==> config.mk <==
export PLATFORM = sky130hd
export DESIGN_NAME = jti_pipe_ctrl
export DESIGN_NICKNAME = d
export VERILOG_FILES = /design/src/jti_pkg.sv /design/src/jti_pipe_ctrl.sv
export VERILOG_INCLUDE_DIRS = /design/src /design/src/src
export SDC_FILE = /design/constraint.sdc
export NUM_CORES = 1
export LEC_CHECK = 0
export ABC_CLOCK_PERIOD_IN_PS = 1300
export BUFFER_PORTS_ARGS = -buffer_cell sky130_fd_sc_hd__buf_2
export CELL_PAD_IN_SITES_DETAIL_PLACEMENT = 1
export CELL_PAD_IN_SITES_GLOBAL_PLACEMENT = 2
export CORE_AREA = 10 10 47 49
export CTS_BUF_LIST = sky130_fd_sc_hd__clkbuf_8
export CTS_CLUSTER_DIAMETER = 120
export DETAILED_ROUTE_END_ITERATION = 16
export DIE_AREA = 0 0 57 59
export PLACE_DENSITY = 0.76
export REMOVE_ABC_BUFFERS = 1
export SLEW_MARGIN = 15
export SYNTH_ARGS = -nofsm -noshare
export SYNTH_HDL_FRONTEND = slang
export SYNTH_SLANG_ARGS = --single-unit
==> constraint.sdc <==
create_clock -name clk -period 1.3 [get_ports clk]
set_input_delay 0.065 -clock clk [delete_from_list [all_inputs] [get_ports clk]]
set_output_delay 0.065 -clock clk [all_outputs]
set_load 0.005 [all_outputs]
==> src/joint_trajectory_interpolator_unit_assert.svh <==
// Assertion macros used by the interpolator's pipeline control.
`ifndef JOINT_TRAJECTORY_INTERPOLATOR_UNIT_ASSERT_SVH
`define JOINT_TRAJECTORY_INTERPOLATOR_UNIT_ASSERT_SVH

// The consequent must hold at every clock edge outside reset at which the antecedent holds.
`define JTI_ASSERT_IMP(label, clk, rst_n, ante, cons, msg) \
  label: assert property (@(posedge clk) disable iff (!rst_n) (ante) |-> (cons)) \
    else $error(msg);

// The consequent must hold at the clock edge that follows the antecedent.
`define JTI_ASSERT_NXT(label, clk, rst_n, ante, cons, msg) \
  label: assert property (@(posedge clk) disable iff (!rst_n) (ante) |=> (cons)) \
    else $error(msg);

`endif

==> src/jti_pkg.sv <==
package jti_pkg;

  localparam int ANGLE_W = 32;
  localparam int PHASE_W = 17;
  localparam int PHASE_FRAC_W = 16;
  localparam int MODE_W = 3;
  localparam int NUM_STAGES = 7;

  localparam logic [MODE_W-1:0] MODE_SINE = 3'd0;
  localparam logic [MODE_W-1:0] MODE_LINEAR = 3'd1;
  localparam logic [MODE_W-1:0] MODE_CUBIC = 3'd2;
  localparam logic [MODE_W-1:0] MODE_QUINTIC = 3'd3;
  localparam logic [MODE_W-1:0] MODE_STEP = 3'd4;
  localparam logic [MODE_W-1:0] MODE_RESET = MODE_CUBIC;

  localparam logic [32:0] ONE_Q32 = 33'h1_0000_0000;
  localparam logic [17:0] CUBIC_K = 18'd196608;
  localparam logic [19:0] QUINT_A = 20'd983040;
  localparam logic [19:0] QUINT_B = 20'd655360;
  localparam logic [19:0] QUINT_C = 20'd6;
  localparam logic [15:0] ROUND_Q16 = 16'd32768;
  localparam logic [29:0] ROUND_Q30 = 30'h2000_0000;

  localparam int SINE_TABLE_DEPTH = 256;
  localparam int SINE_ADDR_W = $clog2(SINE_TABLE_DEPTH);
  localparam int SINE_W = 33;
  localparam longint unsigned PI_HALF_Q30 = 64'd1686629713;
  localparam longint unsigned TWO_OVER_PI_Q32 = 64'd2734261102;

  typedef logic signed [SINE_W-1:0] sine_word_t;
  typedef sine_word_t sine_tab_t [SINE_TABLE_DEPTH];

  typedef struct packed {
    logic [NUM_STAGES-1:0] load;
  } jti_ctl_t;

  function automatic longint unsigned udiv_shift(longint unsigned num, longint unsigned den);
    longint unsigned q, rem;
    q = '0;
    rem = '0;
    for (int b = 63; b >= 0; b--) begin
      rem = {rem[62:0], num[b]};
      if (rem >= den) begin
        rem = rem - den;
        q[b] = 1'b1;
      end
    end
    return q;
  endfunction

  // Quarter-wave reduction and an eight-term Taylor series, evaluated at elaboration.
  function automatic sine_tab_t build_sine_table();
    sine_tab_t tab;
    longint unsigned n, quad, r, x, x2, term, mag, dv;
    longint sum;
    int k, i;
    for (k = 0; k < SINE_TABLE_DEPTH; k++) begin
      n = 4 * k;
      quad = n / SINE_TABLE_DEPTH;
      r = n % SINE_TABLE_DEPTH;
      if (quad == 1 || quad == 3) begin
        r = SINE_TABLE_DEPTH - r;
      end
      if (quad >= 4) begin
        r = 0;
      end
      x = (PI_HALF_Q30 * r + SINE_TABLE_DEPTH / 2) / SINE_TABLE_DEPTH;
      x2 = (x * x + (64'd1 << 29)) >> 30;
      term = x;
      sum = $signed(x);
      for (i = 1; i <= 7; i++) begin
        term = (term * x2 + (64'd1 << 29)) >> 30;
        dv = (2 * i) * (2 * i + 1);
        term = udiv_shift(term, dv);
        if (i % 2 == 1) begin
          sum = sum - $signed(term);
        end else begin
          sum = sum + $signed(term);
        end
      end
      if (sum < 0) begin
        sum = 0;
      end
      if (sum > (64'sd1 <<< 30)) begin
        sum = 64'sd1 <<< 30;
      end
      mag = ($unsigned(sum) * TWO_OVER_PI_Q32 + (64'd1 << 29)) >> 30;
      if (quad == 2 || quad == 3) begin
        tab[k] = sine_word_t'(64'd0 - mag);
      end else begin
        tab[k] = sine_word_t'(mag);
      end
    end
    return tab;
  endfunction

  localparam sine_tab_t SINE_TABLE = build_sine_table();

endpackage

==> src/jti_pipe_ctrl.sv <==
`include "joint_trajectory_interpolator_unit_assert.svh"

module jti_pipe_ctrl (
  input  logic              clk,
  input  logic              rst_n,
  input  logic              in_valid,
  input  logic              out_ready,
  output logic              in_ready,
  output logic              out_valid,
  output jti_pkg::jti_ctl_t ctl
);
  import jti_pkg::*;

  logic [NUM_STAGES-1:0] v_r;
  logic [NUM_STAGES-1:0] v_nxt;
  logic [NUM_STAGES-1:0] en;
  logic [NUM_STAGES-1:0] upstream;
  logic                  in_xfer;
  logic                  out_xfer;

  // A stage may take new data when it is empty or its contents move on.
  always_comb begin
    en[NUM_STAGES-1] = !v_r[NUM_STAGES-1] || out_ready;
    for (int i = NUM_STAGES - 2; i >= 0; i--) begin
      en[i] = !v_r[i] || en[i+1];
    end
  end

  assign upstream = {v_r[NUM_STAGES-2:0], in_valid};
  assign v_nxt = (en & upstream) | (~en & v_r);

  always_ff @(posedge clk) begin
    if (!rst_n) begin
      v_r <= '0;
    end else begin
      v_r <= v_nxt;
    end
  end

  assign in_ready = en[0];
  assign out_valid = v_r[NUM_STAGES-1];
  assign ctl.load = en & upstream;

  assign in_xfer = in_valid && in_ready;
  assign out_xfer = out_valid && out_ready;

  `JTI_ASSERT_NXT(a_in_lands, clk, rst_n, in_xfer, v_r[0], "accepted transfer missing in first stage")
  `JTI_ASSERT_IMP(a_empty_ready, clk, rst_n, !v_r[0], in_ready, "empty first stage refused a transfer")
  `JTI_ASSERT_NXT(a_count, clk, rst_n, 1'b1, $countones(v_r) == $countones($past(v_r)) + $past(in_xfer) - $past(out_xfer), "items lost or duplicated in the pipeline")

endmodule

## After elaboration in Yosys (flattened, before gate mapping)

Cells that the tools add are included.

- Reductions and logical operators: 14
- Bitwise gates (word level): 4

Operator list:

| operator | number |
|---|---|
| $and 7x7->7 | 2 |
| $logic_not 1->1 | 7 |
| $logic_or 1x1->1 | 7 |
| $not 7->7 | 1 |
| $or 7x7->7 | 1 |

- Output and inout port bits: 9
- Input bits: 4
- Register bits: 7

## Depth between registers and ports, before layout

Gate-level depths: netlist of the first run.

- Word-level depth: 11
- Mapped depth: 3
- Gate-level depth less buffers: 3

## Worst setup path before layout of the first run

Ideal clock, no wire load.

- Path type: reg-to-reg
- From: register with a tool-made name
- To: register with a tool-made name
- Cell stages (with the launch flop): 4
- Setup slack: 305 ps
- Required time: 1,185 ps
- Clock period less this slack: 995 ps
- Buffers on the path: 0
- Arrival time: 881 ps
- Path through: dfxtp_1 -> and4b_4 -> and3_4 -> o21a_1

==> impl_metrics.ini, run 1 <==
[cts]
htreeDepth = 1
clk_latency_ns = 0.23
clkTransAtPathRegs_ns = 0.04
cts-buffers-inserted = 3
cts-root-buf = clkbuf_8
cts_tree = yes
cts_sinks = 7
postCtsHoldBufs = 0
clock_path_buffers = 2

[setup_path]
arrival_ns = 1.22
required_ns = 1.24
max_stage_delay_ns = 0.31
cp-start-kind = flop
crit_family = simple AND/OR/NAND/NOR gates
cp_max_fo = 5
worstPathBufferInverterCount = 1
path_class = flop to primary output
end_kind = primary output
crit_slowest_cell = dfxtp_2
worstPathCellList = and4b_4 > and3_4 > a21boi_1 > buf_2

[run_status]
outcome = finished clean

[final_layout]
drive_above_1_share_pct = 45.3
nets = 58
diodes = 0
area_delta_synth_final_pct = 50.2
stdcell_count = 69

[logic_synthesis]
synth_xor_area_share_pct = 0
ys_types = 18
syn_area_per_cell_um2 = 9.59
synthMuxAreaShare_pct = 0
async_reset_ff_share_pct = 0
netlist_area_um2 = 317
ys_seq_area_share_pct = 44.3
netlist.area_leader.share_pct = 44.3
synth_compound_area_share_pct = 22.1
synth_top_family_by_area = simple AND/OR/NAND/NOR gates
netlist_instances = 33
synth_edf_count = 0
synth_top_area_cell = dfxtp_1
ys_top_cells_by_area = dfxtp_1 (44%), nor2b_1 (12%), o21a_1 (9.5%)
ys_warn_count = 0
ys_ff_latch = 7
synth_adder_area_share_pct = 0
yosys_most_used_dff = dfxtp_1
synth-simple-area-share_pct = 32.4

[floorplan]
die_w_um = 57
die-area_um2 = 3360
ios = 13
rows = 14
start_util_pct = 22.6
coreArea_um2 = 1400
die_y_um = 59

[routing]
wl_per_cell_um = 12.4
drc = 0
final_antenna_net_count = 0
drt_iter0_markers = 3
via_per_inst = 4.64
wl_um = 854
drt_pass1_iterations = 3
vias = 320

[timing]
worstMarginPinSlew_ns = 0.217
timing.final.max_slew_violations = 0
rsz0062_at_grt = true
fmax_mhz = 778
hold_viol = 0
fin_skew_ns = 0.000215
finalSetupViolations = 0
tns_ns = 0
timing.final.crit_share_pct = 98.9
fin_crit_ns = 1.29
timing.hold.ws_ns = 0.115
slew_headroom_pct = 85.5

[power_and_ir_drop]
p_int_mw = 0.442
p_per_area_nw_per_um2 = 1180
pwr-share-clk_pct = 54.2
power_frac_seq_pct = 40.7
swShare_pct = 21.0
switchingPower_mw = 0.117
combPwrFrac_pct = 5.1
peakVddDrop_uv = 428
p_leak_nw = 0.221
p_total_mw = 0.559

[global_routing]
antenna_found_initial = 0
grt_max_degree = 8
grt_pass1_vias = 312
grt_pass1_wl_um = 1400
grtUsageTotal_pct = 5.64
gr-total-overflow = 0

[placed_design]
portBuffers = 12
place_inst = 61
gp_congestion = 0.693

[min_path]
hp-class = primary input to flop

[job]
drv_cap = 0
==> per-layer routing <==
metal | vias up | GRT usage [%] | wire (µm)
met4 | 0 | 5.03 | 29
met5 | - | 0 | 0
met1 | 143 | 5.88 | 379
met3 | 5 | 4.72 | 117
met2 | 12 | 6.82 | 328
li1 | 160 | - | -
==> kinds of logic after synthesis <==
family / after synthesis
AO/OA/AOI/OAI: 10
buffers and inverters: 1
flip-flops: 7
AND/OR/NAND/NOR: 15
==> path summary, 6_finish.rpt <==
kind,to,slack (ns),from,cells after the start
setup / recovery,ctl[1],0.01,flop,4
hold / removal,flop,0.11,rst_n,2
setup reg to reg,flop,0.28,flop,4
hold reg to reg,flop,0.56,flop,2
==> through the flow <==
stage,setup WS [ns],instance area [µm²],utilization [%]
after detailed placement,0.155,397,28.3
after CTS,-0.00470,475,33.9
after floorplan,0.305,317,-
after global placement,0.147,397,28.3
after global routing,-0.0465,475,33.9
final,0.0144,475,33.9
==> Yosys cell counts (2+ instances only) <==
master and count:
and2_1 2, dfxtp_1 7, nor2b_1 6, o21a_1 4
==> cells in the final DEF, fill, tap and decap left out, types with 2 or more instances in the layout <==
master / Yosys / layout
and2_1: 2 / 2
buf_2: 0 / 12
buf_4: 0 / 4
clkbuf_8: 0 / 3
dfxtp_1: 7 / 4
dfxtp_2: 0 / 3
inv_1: 1 / 2
nor2b_1: 6 / 6
o21a_1: 4 / 4
==> power by group through the flow <==
stage | Clock (mW) | Combinational [mW] | Sequential (mW)
after floorplan | 0 | 0.0129 | 0.229
after CTS | 0.316 | 0.0294 | 0.227
final | 0.303 | 0.0285 | 0.227
after global placement | 0 | 0.0275 | 0.231
after global routing | 0.330 | 0.0327 | 0.228
after detailed placement | 0 | 0.0281 | 0.231
==> worst reg2reg max path: stages, from the launching register on <==
cell and delay (ns):
dfxtp_2 0.31, and4b_4 0.20, buf_4 0.14, a41oi_1 0.20, nor2b_1 0.06
==> cell type report <==
class	instances	area, µm²
fill	182	926
multi-input combinational	25	173
sequential	7	144
timing repair buffer	16	90.1
clock buffer	3	41.3
tap	16	20.0
clock inverter	1	3.75
inverter	1	3.75
==> repair_timing <==
| action | in CTS | in global routing |
|---|---|---|
| setup buffers | 4 | 0 |
| endpoints found under the setup margin | 4 | 5 |
| hold endpoints to repair | 0 | 0 |
| pin swaps | 1 | 1 |
| gates resized for setup | 3 | 0 |
(Power assumes the default switching activity.)
==> run 2: changes to the inputs <==
--- a/config.mk
+++ b/config.mk
@@ -6,8 +6,8 @@
 export SDC_FILE = /design/constraint.sdc
 export NUM_CORES = 1
 export LEC_CHECK = 0
-export ABC_CLOCK_PERIOD_IN_PS = 1300
-export BUFFER_PORTS_ARGS = -buffer_cell sky130_fd_sc_hd__buf_2
+export ABC_CLOCK_PERIOD_IN_PS = 1400
+export BUFFER_PORTS_ARGS = -buffer_cell sky130_fd_sc_hd__buf_4
 export CELL_PAD_IN_SITES_DETAIL_PLACEMENT = 1
 export CELL_PAD_IN_SITES_GLOBAL_PLACEMENT = 2
 export CORE_AREA = 10 10 47 49
==> constraint.sdc (replaced) <==
create_clock -name clk -period 1.4 [get_ports clk]
set_input_delay 0.07 -clock clk [delete_from_list [all_inputs] [get_ports clk]]
set_output_delay 0.07 -clock clk [all_outputs]
set_load 0.005 [all_outputs]
==> run 2 against run 1 <==
  * Clock power fell by 6.6%
  * Clock-buffer cell count did not move
  * Register-to-register slack gained 0.11 ns
  * Flip-flop and latch count did not move
  * Combinational power rose by 24%
  * Critical endpoint unchanged
==> impl_metrics.ini, run 2 (synthesis gave the netlist of run 1 again) <==
[routing]
wl_um = 887
vias = 304
drt_pass1_iterations = 4
drc = 0
final_antenna_net_count = 0
drt_iter0_markers = 9
via_per_inst = 4.47
wl_per_cell_um = 13.0

[placed_design]
place_ws_ns = 0.219
dpl_cell_area_um2 = 434
place_inst = 62
gp_congestion = 0.620
portBuffers = 12
dp_hpwl_um = 638

[setup_path]
arrival_ns = 1.28
cp-start-kind = flop
path_class = flop to primary output
end_kind = primary output
required_ns = 1.33
cp_max_fo = 5

[power_and_ir_drop]
p_per_area_nw_per_um2 = 1000
peakVddDrop_uv = 557
p_leak_nw = 0.225

[global_routing]
grt_max_degree = 8
gr-total-overflow = 0
grt_pass1_vias = 311
antenna_found_initial = 0
grt_pass1_wl_um = 1430
grtUsageTotal_pct = 5.85

[final_layout]
mostFrequentLayoutCells = buf_4 (13), nor2b_1 (6), o21a_1 (4), dfxtp_1 (4), clkbuf_8 (3)
area_delta_synth_final_pct = 66.8
final_common_cell = buf_4
drive_above_1_share_pct = 48.1
fin_area_um2 = 528
diodes = 0
nets = 57
stdcell_count = 68

[cts]
cts_tree = yes
postCtsHoldBufs = 0
clk_latency_ns = 0.23
cts-root-buf = clkbuf_8
htreeDepth = 1
clkTransAtPathRegs_ns = 0.04
cts-buffers-inserted = 3
clock_path_buffers = 2
cts_sinks = 7

[timing]
tns_ns = 0
rsz0062_at_grt = true
fin_crit_ns = 1.35
finalSetupViolations = 0
worstMarginPinSlew_ns = 0.285
timing.final.crit_share_pct = 96.5
fin_skew_ns = 0.00110
timing.final.max_slew_violations = 0
hold_viol = 0
timing.hold.ws_ns = 0.0880
slew_headroom_pct = 81.0
finalWorstSetupSlack_ns = 0.0489
fmax_mhz = 740

[floorplan]
die-area_um2 = 3360
die_w_um = 57
coreArea_um2 = 1400
rows = 14
start_util_pct = 22.6
ios = 13
die_y_um = 59

[min_path]
hp-class = primary input to flop

[run_status]
outcome = finished clean

[job]
drv_cap = 0
run 2: worst paths after layout:
check	startpoint	endpoint	slack [ns]	cells past startpoint
max	flop	ctl[1]	0.05	4
min	rst_n	flop	0.09	2
max reg2reg	flop	flop	0.39	3
min reg2reg	flop	flop	0.48	1
run 2: timing repair:
action / 4_1_cts / 5_1_grt
cloned: 0 / 0
endpoints found under the setup margin: 2 / 3
gates resized for setup: 2 / 7
pin swaps: 1 / 2
buffers inserted: 0 / 2
run 2: through the flow:
step	utilization, %	total power, mW
6_report	37.7	0.529
5_1_grt	37.7	0.559
4_1_cts	34.4	0.537
3_5_place_dp	31.0	0.246
3_3_place_gp	31.0	0.246
2_1_floorplan	-	0.225
run 2: area by class of cell:
type / count / area, µm²
multi-input cells: 25 / 193
well taps: 16 / 20.0
clock buffers: 3 / 41.3
inverters: 1 / 3.75
repair buffers: 15 / 120
clock inverters: 1 / 3.75
fillers: 165 / 873
flip-flops and latches: 7 / 146
run 2: critical path, cell delays in order (launching register included):
cell and delay [ns]:
dfxtp_4 0.34, and4b_4 0.25, and3_4 0.24, a21boi_1 0.07
buf_4 0.15
run 2: report_power, final:
| group | switching (mW) | total, mW | leakage (nW) | internal (mW) |
|---|---|---|---|---|
| Clock | 0.0929 | 0.283 | 0.0269 | 0.190 |
| Sequential | 0.00747 | 0.211 | 0.0588 | 0.203 |
| Combinational | 0.0127 | 0.0352 | 0.139 | 0.0225 |
run 2: layer usage:
layer	vias up	GRT usage [%]	routed length, µm
met5	-	0	0
met3	5	4.08	86
met1	130	6.09	428
li1	157	-	-
met2	12	6.82	328
met4	0	7.05	42
==> run 3: changes to the inputs <==
--- a/config.mk
+++ b/config.mk
@@ -6,7 +6,7 @@
 export SDC_FILE = /design/constraint.sdc
 export NUM_CORES = 1
 export LEC_CHECK = 0
-export ABC_CLOCK_PERIOD_IN_PS = 1400
+export ABC_CLOCK_PERIOD_IN_PS = 1450
 export BUFFER_PORTS_ARGS = -buffer_cell sky130_fd_sc_hd__buf_4
 export CELL_PAD_IN_SITES_DETAIL_PLACEMENT = 1
 export CELL_PAD_IN_SITES_GLOBAL_PLACEMENT = 2
==> constraint.sdc (replaced) <==
create_clock -name clk -period 1.45 [get_ports clk]
set_input_delay 0.0725 -clock clk [delete_from_list [all_inputs] [get_ports clk]]
set_output_delay 0.0725 -clock clk [all_outputs]
set_load 0.005 [all_outputs]
==> run 3 against run 2 <==
  * Die area unchanged
  * Register-to-register slack improved by 0.02 ns
  * Clock power decreased by 6%
  * Largest cell class unchanged
  * Flip-flop and latch count unchanged
  * Total power decreased by 5.1%
  * Routed wire length increased by 5.1%
  * Largest power group unchanged
  * Sequential power decreased by 3%
  * Final cell count decreased by 1.5%
==> impl_metrics.ini, run 3 (synthesis gave the netlist of run 1 again) <==
[placed_design]
portBuffers = 12
dpl_cell_area_um2 = 427
gp_congestion = 0.659

[timing]
worstMarginPinSlew_ns = 0.221
fin_skew_ns = 0.000105
fmax_mhz = 733
slew_headroom_pct = 85.2
timing.final.max_slew_violations = 0
timing.hold.ws_ns = 0.113
rsz0062_at_grt = false
fin_crit_ns = 1.36
timing.final.crit_share_pct = 94.1
finalSetupViolations = 0
tns_ns = 0
hold_viol = 0

[floorplan]
die-area_um2 = 3360
start_util_pct = 22.6
die_y_um = 59
rows = 14
ios = 13
coreArea_um2 = 1400
die_w_um = 57

[setup_path]
end_kind = primary output
max_stage_delay_ns = 0.36
worstPathBufferInverterCount = 1
required_ns = 1.38
path_class = flop to primary output
arrival_ns = 1.29
worstPathCellList = and4b_4 > and3_4 > a31oi_1 > buf_4
cp_max_fo = 5
cp-start-kind = flop
crit_slowest_cell = dfxtp_2
crit_family = simple AND/OR/NAND/NOR gates

[cts]
cts_tree = yes
clk_latency_ns = 0.22
postCtsHoldBufs = 0
cts_sinks = 7
cts-root-buf = clkbuf_8
clkTransAtPathRegs_ns = 0.04
clock_path_buffers = 2
cts-buffers-inserted = 3
htreeDepth = 1

[final_layout]
regArea_um2 = 144
fin_area_um2 = 490
area_delta_synth_final_pct = 54.9
mostFrequentLayoutCells = buf_4 (14), nor2b_1 (6), o21a_1 (4), dfxtp_1 (4)
nets = 56
fillers = 173
drive_above_1_share_pct = 43.1
multiInputGateArea_um2 = 173
final_common_cell = buf_4
diodes = 0

[power_and_ir_drop]
power_frac_seq_pct = 40.7
p_per_area_nw_per_um2 = 1020
p_leak_nw = 0.215
pwr-share-clk_pct = 53.2
switchingPower_mw = 0.101
peakVddDrop_uv = 464
combPwrFrac_pct = 6.1
swShare_pct = 20.2
p_int_mw = 0.400

[min_path]
hp-class = primary input to flop

[job]
drv_cap = 0

[routing]
drt_iter0_markers = 3
drc = 0
via_per_inst = 4.61
wl_um = 932
final_antenna_net_count = 0
vias = 309
drt_pass1_iterations = 2
wl_per_cell_um = 13.9

[global_routing]
gr-total-overflow = 0
grtUsageTotal_pct = 5.78
grt_pass1_vias = 353
grt_pass1_wl_um = 1550
grt_max_degree = 8
antenna_found_initial = 0

[run_status]
outcome = finished clean
## run 3: worst paths after layout
path                            start  endpoint  slack (ns)  cells after the start
worst max-delay path             flop    ctl[0]        0.09                      4
worst min-delay path            rst_n      flop        0.11                      2
worst max register to register   flop      flop        0.41                      4
worst min register to register   flop      flop        0.49                      1
## run 3: per-layer routing
layer / GRT usage, % / part of all wire (%) / wire, µm
met5: 0 / 0 / 0
met1: 6.63 / 42 / 388
met2: 7.91 / 48 / 445
met3: 4.51 / 11 / 99
met4: 2.01 / 0 / 0
## run 3: area by class of cell
| type | instances | area share, % |
|---|---|---|
| clock buffer | 3 | 8.42 |
| clock inverter | 1 | 0.765 |
| inverter | 1 | 0.765 |
| multi-input combinational | 25 | 35.2 |
| sequential | 7 | 29.3 |
| tap | 16 | 4.08 |
| timing repair buffer | 14 | 21.4 |
## run 3: worst register-to-register path, delay by kind of cell (launching register included)
kind | cells | cell delay [ns]
flops | 1 | 0.33
compound gates | 1 | 0.20
simple gates | 2 | 0.27
buf+inv | 1 | 0.13
## run 3: per-stage QoR
| stage | power, mW | instances | setup WS [ns] | util, % |
|---|---|---|---|---|
| after floorplan | 0.217 | 33 | 0.449 | - |
| after global placement | 0.238 | 61 | 0.276 | 30.4 |
| after detailed placement | 0.238 | 61 | 0.240 | 30.4 |
| after CTS | 0.509 | 65 | 0.0208 | 33.8 |
| after global routing | 0.529 | 67 | 0.00587 | 35.0 |
| final | 0.502 | 67 | 0.0861 | 35.0 |
## run 3: timing repair
action,4_1_cts,5_1_grt
pin swaps,0,1
cloned,0,0
buffers inserted,0,2
setup endpoints to repair,1,3
gates resized for setup,1,2
## run 3: power groups by stage
stage          Combinational, mW  Clock (mW)  Sequential (mW)
2_1_floorplan             0.0116           0            0.205
3_3_place_gp              0.0308           0            0.207
3_5_place_dp              0.0309           0            0.207
4_1_cts                   0.0311       0.274            0.204
5_1_grt                   0.0347       0.289            0.205
6_report                  0.0305       0.267            0.204
